**config.mk**
```make
export PLATFORM = sky130hd
export DESIGN_NAME = scancode_to_ascii_fifo
export DESIGN_NICKNAME = d
export VERILOG_FILES = /design/src/hdl/sc2a_pkg.sv /design/src/hdl/sc2a_decode.sv /design/src/hdl/sc2a_ring.sv /design/src/hdl/scancode_to_ascii_fifo.sv
export SDC_FILE = /design/constraint.sdc
export NUM_CORES = 2
export LEC_CHECK = 0
export BUFFER_PORTS_ARGS = -buffer_cell sky130_fd_sc_hd__buf_2
export CORE_ASPECT_RATIO = 1.75
export CORE_MARGIN = 3
export CORE_UTILIZATION = 55
export DETAILED_ROUTE_END_ITERATION = 10
export PLACE_DENSITY = 0.71
export RECOVER_POWER = 25
export REMOVE_ABC_BUFFERS = 1
export SKIP_CTS_REPAIR_TIMING = 1
export SLEW_MARGIN = 40
export SYNTH_ARGS = -nofsm -noshare
export SYNTH_HDL_FRONTEND = slang
export SYNTH_SLANG_ARGS = --single-unit
export TNS_END_PERCENT = 10
```
**constraint.sdc**
```tcl
create_clock -name clk -period 7.86 [get_ports clk]
set_clock_uncertainty 0.05 [all_clocks]
set_input_delay 0.786 -clock clk [delete_from_list [all_inputs] [get_ports clk]]
set_output_delay 0.786 -clock clk [all_outputs]
set_load 0.02 [all_outputs]
```
**src/hdl/sc2a_pkg.sv**
```systemverilog
// sc2a_pkg: shared types, status codes and the scancode key map for the
// scancode-to-ASCII ring. No dependencies.
package sc2a_pkg;

    localparam int unsigned RING_DEPTH_DEFAULT = 256;
    localparam int unsigned CHAR_W             = 7;
    localparam int unsigned CODE_W             = 8;
    localparam int unsigned STATUS_W           = 3;

    // Special scancodes
    localparam logic [CODE_W-1:0] CODE_KP_ALT_A   = 8'h57;
    localparam logic [CODE_W-1:0] CODE_KP_ALT_B   = 8'h73;
    localparam logic [CODE_W-1:0] CODE_SPACE      = 8'h39;
    localparam logic [CODE_W-1:0] CODE_SLASH_KEY  = 8'h35;
    localparam logic [CODE_W-1:0] CODE_ENTER      = 8'h1C;
    localparam logic [CODE_W-1:0] CODE_BACKSPACE  = 8'h0E;

    localparam logic [CHAR_W-1:0] CHAR_NONE      = 7'h00;
    localparam logic [CHAR_W-1:0] CHAR_NEWLINE   = 7'h0A;
    localparam logic [CHAR_W-1:0] CHAR_BACKSPACE = 7'h08;

    localparam logic OP_SCANCODE = 1'b0;
    localparam logic OP_READ     = 1'b1;

    localparam logic [STATUS_W-1:0] ST_STORED     = 3'd0;
    localparam logic [STATUS_W-1:0] ST_IGNORED    = 3'd1;
    localparam logic [STATUS_W-1:0] ST_DROPPED    = 3'd2;
    localparam logic [STATUS_W-1:0] ST_READ_OK    = 3'd3;
    localparam logic [STATUS_W-1:0] ST_READ_EMPTY = 3'd4;

    typedef struct packed {
        logic              operation;
        logic [CODE_W-1:0] scancode;
    } command_t;

    typedef struct packed {
        logic [STATUS_W-1:0] status;
        logic [CHAR_W-1:0]   character;
    } result_t;

    typedef struct packed {
        logic push;
        logic pop;
    } ring_ctrl_t;

    typedef struct packed {
        logic full;
        logic empty;
    } ring_stat_t;

    // Lower-case key map; everything unlisted (incl. past the 76-entry map) is zero.
    function automatic logic [CHAR_W-1:0] key_lookup(input logic [CODE_W-1:0] code);
        logic [CHAR_W-1:0] ch;
        case (code)
            8'd2:    ch = 7'h31;
            8'd3:    ch = 7'h32;
            8'd4:    ch = 7'h33;
            8'd5:    ch = 7'h34;
            8'd6:    ch = 7'h35;
            8'd7:    ch = 7'h36;
            8'd8:    ch = 7'h37;
            8'd9:    ch = 7'h38;
            8'd10:   ch = 7'h39;
            8'd11:   ch = 7'h30;
            8'd12:   ch = 7'h2D;
            8'd13:   ch = 7'h3D;
            8'd16:   ch = 7'h71;
            8'd17:   ch = 7'h77;
            8'd18:   ch = 7'h65;
            8'd19:   ch = 7'h72;
            8'd20:   ch = 7'h74;
            8'd21:   ch = 7'h79;
            8'd22:   ch = 7'h75;
            8'd23:   ch = 7'h69;
            8'd24:   ch = 7'h6F;
            8'd25:   ch = 7'h70;
            8'd27:   ch = 7'h5B;
            8'd30:   ch = 7'h61;
            8'd31:   ch = 7'h73;
            8'd32:   ch = 7'h64;
            8'd33:   ch = 7'h66;
            8'd34:   ch = 7'h67;
            8'd35:   ch = 7'h68;
            8'd36:   ch = 7'h6A;
            8'd37:   ch = 7'h6B;
            8'd38:   ch = 7'h6C;
            8'd39:   ch = 7'h3B;
            8'd41:   ch = 7'h5D;
            8'd43:   ch = 7'h5C;
            8'd44:   ch = 7'h7A;
            8'd45:   ch = 7'h78;
            8'd46:   ch = 7'h63;
            8'd47:   ch = 7'h76;
            8'd48:   ch = 7'h62;
            8'd49:   ch = 7'h6E;
            8'd50:   ch = 7'h6D;
            8'd51:   ch = 7'h2C;
            8'd52:   ch = 7'h2E;
            8'd53:   ch = 7'h3B;
            8'd56:   ch = 7'h20;
            default: ch = CHAR_NONE;
        endcase
        return ch;
    endfunction

endpackage

```
**src/hdl/sc2a_decode.sv**
```systemverilog
// sc2a_decode: scancode remap and key map lookup, combinational.
// Depends on sc2a_pkg.
module sc2a_decode (
    input  logic [sc2a_pkg::CODE_W-1:0] scancode,
    output logic [sc2a_pkg::CHAR_W-1:0] character
);

    logic [sc2a_pkg::CODE_W-1:0] code;

    always_comb
    begin
        code = scancode;
        if (scancode == sc2a_pkg::CODE_KP_ALT_A)
        begin
            code = sc2a_pkg::CODE_SPACE;
        end
        else if (scancode == sc2a_pkg::CODE_KP_ALT_B)
        begin
            code = sc2a_pkg::CODE_SLASH_KEY;
        end

        if (code == sc2a_pkg::CODE_ENTER)
        begin
            character = sc2a_pkg::CHAR_NEWLINE;
        end
        else if (code == sc2a_pkg::CODE_BACKSPACE)
        begin
            character = sc2a_pkg::CHAR_BACKSPACE;
        end
        else
        begin
            character = sc2a_pkg::key_lookup(code);
        end
    end

endmodule

```
**src/hdl/sc2a_ring.sv**
```systemverilog
// sc2a_ring: character ring memory with write and read pointers.
// Synchronous memory with a registered read port. Depends on sc2a_pkg.
module sc2a_ring #(
    parameter int unsigned RING_DEPTH = sc2a_pkg::RING_DEPTH_DEFAULT
) (
    input  logic                        clk,
    input  logic                        rst_n,
    input  sc2a_pkg::ring_ctrl_t        ctrl,
    input  logic [sc2a_pkg::CHAR_W-1:0] push_char,
    output sc2a_pkg::ring_stat_t        stat,
    output logic [sc2a_pkg::CHAR_W-1:0] pop_char
);

    localparam int unsigned PTR_W = (RING_DEPTH > 1) ? $clog2(RING_DEPTH) : 1;
    localparam logic [PTR_W-1:0] PTR_LAST = PTR_W'(RING_DEPTH - 1);

    logic [sc2a_pkg::CHAR_W-1:0] mem [RING_DEPTH];
    logic [sc2a_pkg::CHAR_W-1:0] q_reg;

    logic [PTR_W-1:0] wr_ptr_reg;
    logic [PTR_W-1:0] wr_ptr_next;
    logic [PTR_W-1:0] rd_ptr_reg;
    logic [PTR_W-1:0] rd_ptr_next;
    logic [PTR_W-1:0] wr_ptr_inc;
    logic [PTR_W-1:0] rd_ptr_inc;

    // wrap at the depth, not at the power of two
    assign wr_ptr_inc = (wr_ptr_reg == PTR_LAST) ? '0 : wr_ptr_reg + 1'b1;
    assign rd_ptr_inc = (rd_ptr_reg == PTR_LAST) ? '0 : rd_ptr_reg + 1'b1;

    assign stat.full  = (wr_ptr_inc == rd_ptr_reg);
    assign stat.empty = (wr_ptr_reg == rd_ptr_reg);

    assign wr_ptr_next = ctrl.push ? wr_ptr_inc : wr_ptr_reg;
    assign rd_ptr_next = ctrl.pop  ? rd_ptr_inc : rd_ptr_reg;

    always_ff @(posedge clk or negedge rst_n)
    begin
        if (!rst_n)
        begin
            wr_ptr_reg <= '0;
            rd_ptr_reg <= '0;
        end
        else
        begin
            wr_ptr_reg <= wr_ptr_next;
            rd_ptr_reg <= rd_ptr_next;
        end
    end

    always_ff @(posedge clk)
    begin
        if (ctrl.push)
        begin
            mem[wr_ptr_reg] <= push_char;
        end
        if (ctrl.pop)
        begin
            q_reg <= mem[rd_ptr_reg];
        end
    end

    assign pop_char = q_reg;

endmodule

```
**src/hdl/scancode_to_ascii_fifo.sv**
```systemverilog
// scancode_to_ascii_fifo: top level, set-1 scancodes to ASCII in a ring buffer.
// Depends on sc2a_pkg, sc2a_decode, sc2a_ring.
//
// Channel   Ports                    Handshake
// -------   ----------------------   --------------------------------------
// command   command (command_t)      taken when start && !busy
// result    result (result_t)        result_valid strobe, one cycle, no stall
//
// Every item gives exactly one result, in the cycle after it is taken; one item
// can be taken every cycle. A read's character comes from the ring memory's
// registered read port, which delivers it in the cycle after the item. rst_n is
// asynchronous and clears both ring pointers and the result strobe; memory
// contents are left as they are. The receiver cannot stall, so busy stays low.
module scancode_to_ascii_fifo #(
    parameter int unsigned RING_DEPTH = sc2a_pkg::RING_DEPTH_DEFAULT
) (
    input  logic                clk,
    input  logic                rst_n,
    input  logic                start,
    output logic                busy,
    input  sc2a_pkg::command_t  command,
    output logic                result_valid,
    output sc2a_pkg::result_t   result
);

    logic                        accept;
    logic [sc2a_pkg::CHAR_W-1:0] dec_char;
    sc2a_pkg::ring_ctrl_t        ring_ctrl;
    sc2a_pkg::ring_stat_t        ring_stat;
    logic [sc2a_pkg::CHAR_W-1:0] pop_char;

    logic                          valid_reg;
    logic                          valid_next;
    logic                          from_mem_reg;
    logic                          from_mem_next;
    logic [sc2a_pkg::STATUS_W-1:0] status_reg;
    logic [sc2a_pkg::STATUS_W-1:0] status_next;
    logic [sc2a_pkg::CHAR_W-1:0]   char_reg;
    logic [sc2a_pkg::CHAR_W-1:0]   char_next;

    assign busy   = 1'b0;
    assign accept = start && !busy;

    sc2a_decode u_decode (
        .scancode  (command.scancode),
        .character (dec_char)
    );

    sc2a_ring #(
        .RING_DEPTH (RING_DEPTH)
    ) u_ring (
        .clk       (clk),
        .rst_n     (rst_n),
        .ctrl      (ring_ctrl),
        .push_char (dec_char),
        .stat      (ring_stat),
        .pop_char  (pop_char)
    );

    // Decide the outcome at accept; pointers move in the same cycle, so the
    // next item already sees the updated full/empty flags.
    always_comb
    begin
        ring_ctrl     = '0;
        valid_next    = accept;
        from_mem_next = 1'b0;
        status_next   = status_reg;
        char_next     = sc2a_pkg::CHAR_NONE;
        if (accept)
        begin
            if (command.operation == sc2a_pkg::OP_SCANCODE)
            begin
                if (dec_char == sc2a_pkg::CHAR_NONE)
                begin
                    status_next = sc2a_pkg::ST_IGNORED;
                end
                else if (ring_stat.full)
                begin
                    status_next = sc2a_pkg::ST_DROPPED;
                end
                else
                begin
                    ring_ctrl.push = 1'b1;
                    status_next    = sc2a_pkg::ST_STORED;
                    char_next      = dec_char;
                end
            end
            else
            begin
                if (ring_stat.empty)
                begin
                    status_next = sc2a_pkg::ST_READ_EMPTY;
                end
                else
                begin
                    ring_ctrl.pop = 1'b1;
                    from_mem_next = 1'b1;
                    status_next   = sc2a_pkg::ST_READ_OK;
                end
            end
        end
    end

    always_ff @(posedge clk or negedge rst_n)
    begin
        if (!rst_n)
        begin
            valid_reg    <= 1'b0;
            from_mem_reg <= 1'b0;
        end
        else
        begin
            valid_reg    <= valid_next;
            from_mem_reg <= from_mem_next;
        end
    end

    always_ff @(posedge clk)
    begin
        status_reg <= status_next;
        char_reg   <= char_next;
    end

    // popped character comes straight off the memory read register
    assign result_valid     = valid_reg;
    assign result.status    = status_reg;
    assign result.character = from_mem_reg ? pop_char : char_reg;

endmodule

```
# [Yosys cells after proc, flatten, opt, wreduce, memory -nomap -nowiden]
# Memories as Yosys holds them, arrays and structs flattened. A register that Yosys moved wholly into a read port is not among the register bits.
# Cells that the tools add are included.
[classes] n_eq_ne=8 mux=21 n_reduce_logical=3 bitwise=1 addsub=2
[op_table] cell="8-bit two-way mux" count=4
[op_table] cell="7-bit two-way mux" count=4
[op_table] cell="8-bit by 1-bit adder with 8-bit output, second input constant" count=2
[op_table] cell="8-bit by 7-bit == test with 1-bit output, second input constant" count=2
[op_table] cell="8-bit == test" count=2
[op_table] cell="8-bit == test, second input constant" count=2
[op_table] cell="3-bit two-way mux" count=3
[op_table] cell="8-bit by 4-bit == test with 1-bit output, second input constant" count=1
[op_table] cell="8-bit by 5-bit == test with 1-bit output, second input constant" count=1
[op_table] cell="1-bit two-way mux" count=8
[op_table] cell="7-bit zero test" count=1
[op_table] cell="2-bit two-way mux" count=2
[op_table] cell="4-bit OR reduction" count=1
[op_table] cell="2-bit zero test" count=1
[op_table] cell="1-bit inverter" count=1
[word_totals] regBits=28 memories=2 inputBits=12 romBits=448 ram_bits=1792
[mem_list] memory="u_ring.mem" words=256 word_bits=7 read_ports=1 rd_clocked_by_memory_dff=1 write_ports=1 line="sc2a_ring.sv:17" text="logic [sc2a_pkg::CHAR_W-1:0] mem [RING_DEPTH];"
[mem_list] memory="(no name shown)" words=64 word_bits=7 read_ports=1 rd_clocked_by_memory_dff=0 write_ports=0 line="sc2a_pkg.sv:54" text="case (code)"

# [Longest topological paths before layout]
[logic_depth] word_depth=13 ltp_mapped=19

# [Modules after synthesis]
# From an unflattened synthesis, not the netlist that was laid out.
[hier_totals] hier_cells=3704 area_unflattened_um2=72907.4
[modules_own_cells] module="sc2a_ring" n_inst=1 cells_per_inst=3506 area_per_inst_um2=71309.6
[modules_own_cells] module="sc2a_decode" n_inst=1 cells_per_inst=158 area_per_inst_um2=1083.5
[modules_own_cells] module="scancode_to_ascii_fifo" n_inst=1 cells_per_inst=40 area_per_inst_um2=514.2

# [Worst setup path before layout]
# OpenSTA, ideal clock, no wires.
[synth_path] kind="input -> register" from="in command[0] (netlist name)" to="mem u_ring.mem[98][0] (netlist name) (enable)" setup_time_ns=0.380 arrival_ns=15.466 cell_stages=18 n_path_buf=6 path_slack_ns=-8.037 required_ns=7.430 path_cell_list="buf_4 and4b_1 buf_4 nand2_4 o21ai_0 inv_1 ha_1 mux2i_1 nor3_2 nand3b_1 o32ai_1 or4b_1 buf_4 o21ai_2 buf_6 buf_8 buf_6 nor3_1"
[synth_between] elab_chain_len=13
[synth_lines] item="start: declaration" line="scancode_to_ascii_fifo.sv:21" text="input sc2a_pkg::command_t command,"
[synth_lines] item="8-bit by 7-bit == test with 1-bit output" line="sc2a_decode.sv:17" text="else if (scancode == sc2a_pkg::CODE_KP_ALT_B)"
[synth_lines] item="8-bit two-way mux" line="sc2a_decode.sv:17"
[synth_lines] item="8-bit two-way mux (*)" line="sc2a_decode.sv:13" text="if (scancode == sc2a_pkg::CODE_KP_ALT_A)"
[synth_lines] item="memory 64 x 7 bit or 2-bit zero test (tied branches)"
[synth_lines] item="7-bit two-way mux" line="sc2a_pkg.sv:54"
[synth_lines] item="7-bit two-way mux" line="sc2a_decode.sv:26" text="else if (code == sc2a_pkg::CODE_BACKSPACE)"
[synth_lines] item="7-bit two-way mux (*)" line="sc2a_decode.sv:22" text="if (code == sc2a_pkg::CODE_ENTER)"
[synth_lines] item="net dec_char, one bit" line="scancode_to_ascii_fifo.sv:27" text="logic [sc2a_pkg::CHAR_W-1:0] dec_char;"
[synth_lines] item="7-bit zero test (*)" line="scancode_to_ascii_fifo.sv:73" text="if (dec_char == sc2a_pkg::CHAR_NONE)"
[synth_lines] item="1-bit two-way mux (*)" line="scancode_to_ascii_fifo.sv:73"
[synth_lines] item="1-bit two-way mux (*)" line="scancode_to_ascii_fifo.sv:71" text="if (command.operation == sc2a_pkg::OP_SCANCODE)"
[synth_lines] item="2-bit two-way mux (*)" line="scancode_to_ascii_fifo.sv:69" text="if (accept)"
[synth_lines] item="1-bit two-way mux (*)" line="sc2a_ring.sv:53" text="if (ctrl.push)"
[synth_lines] item="1-bit two-way mux (not written as such) (*)" line="sc2a_ring.sv:55" text="mem[wr_ptr_reg] <= push_char;"
[synth_lines] item="end: declaration" line="sc2a_ring.sv:17"
# Mark *: on every way through the listed nets, which the timed path passes. The rest lies on a longest branch.

# [Worst setup path in the final report]
[layout_path] from="in command[0] (netlist name)" to="mem u_ring.mem[26][6] (netlist name) (enable)"
[layout_between] elab_chain_len=13
[layout_lines] item="8-bit by 7-bit == test with 1-bit output" line="sc2a_decode.sv:17"
[layout_lines] item="8-bit two-way mux" line="sc2a_decode.sv:17"
[layout_lines] item="8-bit two-way mux (*)" line="sc2a_decode.sv:13"
[layout_lines] item="memory 64 x 7 bit or 2-bit zero test (tied branches)"
[layout_lines] item="7-bit two-way mux" line="sc2a_pkg.sv:54"
[layout_lines] item="7-bit two-way mux" line="sc2a_decode.sv:26"
[layout_lines] item="7-bit two-way mux (*)" line="sc2a_decode.sv:22"
[layout_lines] item="7-bit zero test (*)" line="scancode_to_ascii_fifo.sv:73"
[layout_lines] item="1-bit two-way mux (*)" line="scancode_to_ascii_fifo.sv:73"
[layout_lines] item="1-bit two-way mux (*)" line="scancode_to_ascii_fifo.sv:71"
[layout_lines] item="2-bit two-way mux (*)" line="scancode_to_ascii_fifo.sv:69"
[layout_lines] item="1-bit two-way mux (*)" line="sc2a_ring.sv:53"
[layout_lines] item="1-bit two-way mux (not written as such) (*)" line="sc2a_ring.sv:55"
# Every way passes the cells marked *; elsewhere a longest branch is shown, timed or not.

==> flow_summary.toml <==
[status]
status = "finished with violations"
violations = "max-capacitance violations, max-slew violations"

[logic_synthesis]
yosys.area_share.simple_pct = 3.11
ys_top_cells_by_count = "1,802 x edfxtp_1, 584 x mux4_2, 225 x nor3_1, 109 x clkbuf_1, 55 x nor2_1"
synth_top_cell_area_share_pct = 74.4
synth_edf_count = 1802
synth.cell_area_um2 = 72700
synth_most_common_cell = "edfxtp_1"
synthXorXnorAreaFrac_pct = 0.229
syn_area_per_cell_um2 = 22.2
synthMuxAreaShare_pct = 18.4
yosysUniqueCellTypes = 83
yosysSeqAreaShare_pct = 75.2
synth_top_area_cell = "edfxtp_1"
synth_cells = 3268
synthTopCellsByArea = "edfxtp_1 74%, mux4_2 18%, nor3_1 1.5%, dfrtp_1 0.62%, clkbuf_1 0.56%"
synth-compound-area-share_pct = 1.18
async_reset_ff_share_pct = 0.985
yosys_most_used_dff = "edfxtp_1"
ys_ff_latch = 1827
ys_warn_count = 0
synth_top_family_by_area = "multiplexers"
synth_fa_ha_area_share_pct = 0.258

[routing]
vias = 34800
drt_first_pass_iters = 5
drc = 0
vias_per_cell = 6.82
antenna_left = 0
drt-total-wl_um = 181000
routedWlPerCell_um = 35.5
dr.first_iter.drc_count = 3833

[floorplanning]
die_h_um = 487
die_w_um = 281
coreArea_um2 = 131000
start_util_pct = 55.7
dieArea_um2 = 137000
io_pins = 24
row_count = 175

[pwr]
peakVddDrop_uv = 290
p_leak_uw = 0.0232
total_power_uw = 25700
power_density_nw_per_um2 = 316

[timing]
relSlewSlack_pct = -109
final_hold_viol_count = 0
min_period_ns = 6.77
rsz0062_at_grt = "no"
clock.fmax_ghz = 0.148
setup_tns_ns = 0
tightest_slew_ns = 3.14
setup_viol_count_final = 0
period_share_pct = 86.2
drv_slew = 589

[global_routing]
grt_pass1_vias = 35600
antenna_found_initial = 5
overflow = 0
grt_pass1_wl_um = 260000
grt_max_degree = 159
track_usage_pct = 27.0

[clock_tree]
clk_pin_slew_ns = 0.06
insertion_delay_ns = 0.80
cts_sinks = 1827
cts_buffer_depth = 3
cts_buffers = 150
clk_root_buffer_cell = "clkbuf_16"
tritoncts = "yes"
cts_max_level = 4

[job]
maxCapViolCount = 10

[layout]
instances_no_fill = 5102
largest_reg_flops = 1792
final_nets = 3319
area_growth_pct = 11.6
final_area_um2 = 81100
drive_above_1_share_pct = 34.8
post-route-util_pct = 62.2

[placement]
place.gp.congestion = 0.924
dpl_cell_area_um2 = 75100
port_buffers = 22
place_inst = 4814
dp_hpwl_um = 111000

[worst_setup_path]
cp.required_ns = 8.26
cp-endpoint = "u_ring.mem[26][6]"
cp-start-kind = "input pin"
cp_max_fo = 96
endpoint_kind = "register"
r2r_slack_ns = 1.59
r2r_end = "u_ring.pop_char[2]"
critPathKind = "input pin to register"
cp_data_arrival_time_ns = 7.17
reg2reg_depth = 10
r2r-start = "u_ring.rd_ptr_reg[0]"
crit_start = "command[0]"

[hold_path]
hp-class = "input pin to register"
hold_path_depth = 1
-- kinds of logic after synthesis --
logic type | after synthesis
other | 1
adders and majority gates | 15
DFF | 1827
AOI/OAI and AO/OA | 123
buffers and inverters | 247
muxes | 606
and+or+nand+nor | 430
xor gates and xnor gates | 19
-- worst min path at each step --
stage | to | slack, ns | start
6_report | result_valid | 0.22 | start
5_1_grt | result_valid | 0.20 | start
4_1_cts | u_ring.rd_ptr_reg[3] | -0.13 | rst_n
3_5_place_dp | u_ring.rd_ptr_reg[7] | 0.63 | u_ring.rd_ptr_reg[5]
3_3_place_gp | u_ring.rd_ptr_reg[7] | 0.62 | u_ring.rd_ptr_reg[5]
2_1_floorplan | from_mem_reg | 0.44 | rst_n
-- report_power, final --
group / switching, µW / internal (µW) / total [µW] / leakage (µW)
clock network: 3440 / 4370 / 7820 / 0.00248
logic: 3820 / 3040 / 6860 / 0.00493
registers: 210 / 10800 / 11000 / 0.0158
-- cell usage in the layout, fill, tap and decap left out, types with 15 or more instances in the layout --
master,Yosys,final
a21oi_1,20,20
buf_12,0,16
clkinv_1,0,20
mux4_2,584,584
nor3_2,19,236
clkbuf_1,109,36
nor2b_1,16,15
clkinvlp_4,0,16
bufinv_16,0,23
o21ai_0,20,20
nand2_1,53,42
clkbuf_16,0,151
clkinv_2,0,20
ha_1,15,15
inv_1,22,18
nor2_1,55,52
buf_4,7,38
edfxtp_1,1802,1802
-- final cells by class --
cell class                      count  area (µm²)
Multi-Input combinational cell   1194       18000
Sequential cell                  1827       54700
Inverter                           23         110
Clock buffer                      178        3900
Timing Repair Buffer               96         968
Clock inverter                    101        1280
Tap cell                         1681        2100
Antenna cell                        2        5.00
Fill cell                        8527       49400
-- metal layers --
layer | GRT usage [%] | wire [µm] | up-vias
met5 | 0 | 13 | -
met4 | 13.6 | 10700 | 2
met3 | 4.32 | 12600 | 408
met2 | 47.4 | 97200 | 1931
met1 | 32.4 | 60900 | 18500
li1 | - | - | 14000
-- critical path: stages --
cell and delay, ns:
clkbuf_1 0.48, and4b_1 0.42, nand2_1 0.29, o21ai_0 0.75, inv_1 0.28, ha_1 0.32, mux2_2 0.27, o311ai_0 0.45
o22ai_1 0.17, a31oi_1 0.23, or2_0 0.37, nand3_1 0.43, o21ai_4 0.75, buf_12 0.61, nor3_1 0.35
-- through the flow --
stage / worst slack [ns] / hold slack [ns]
global placement: 1.39 / 0.625
global route: 0.865 / 0.203
finish: 1.09 / 0.224
floorplan: -13.81 / 0.440
detailed placement: 1.42 / 0.633
CTS: 2.23 / -0.133
Note: power is estimated with default switching activity, not from simulation.
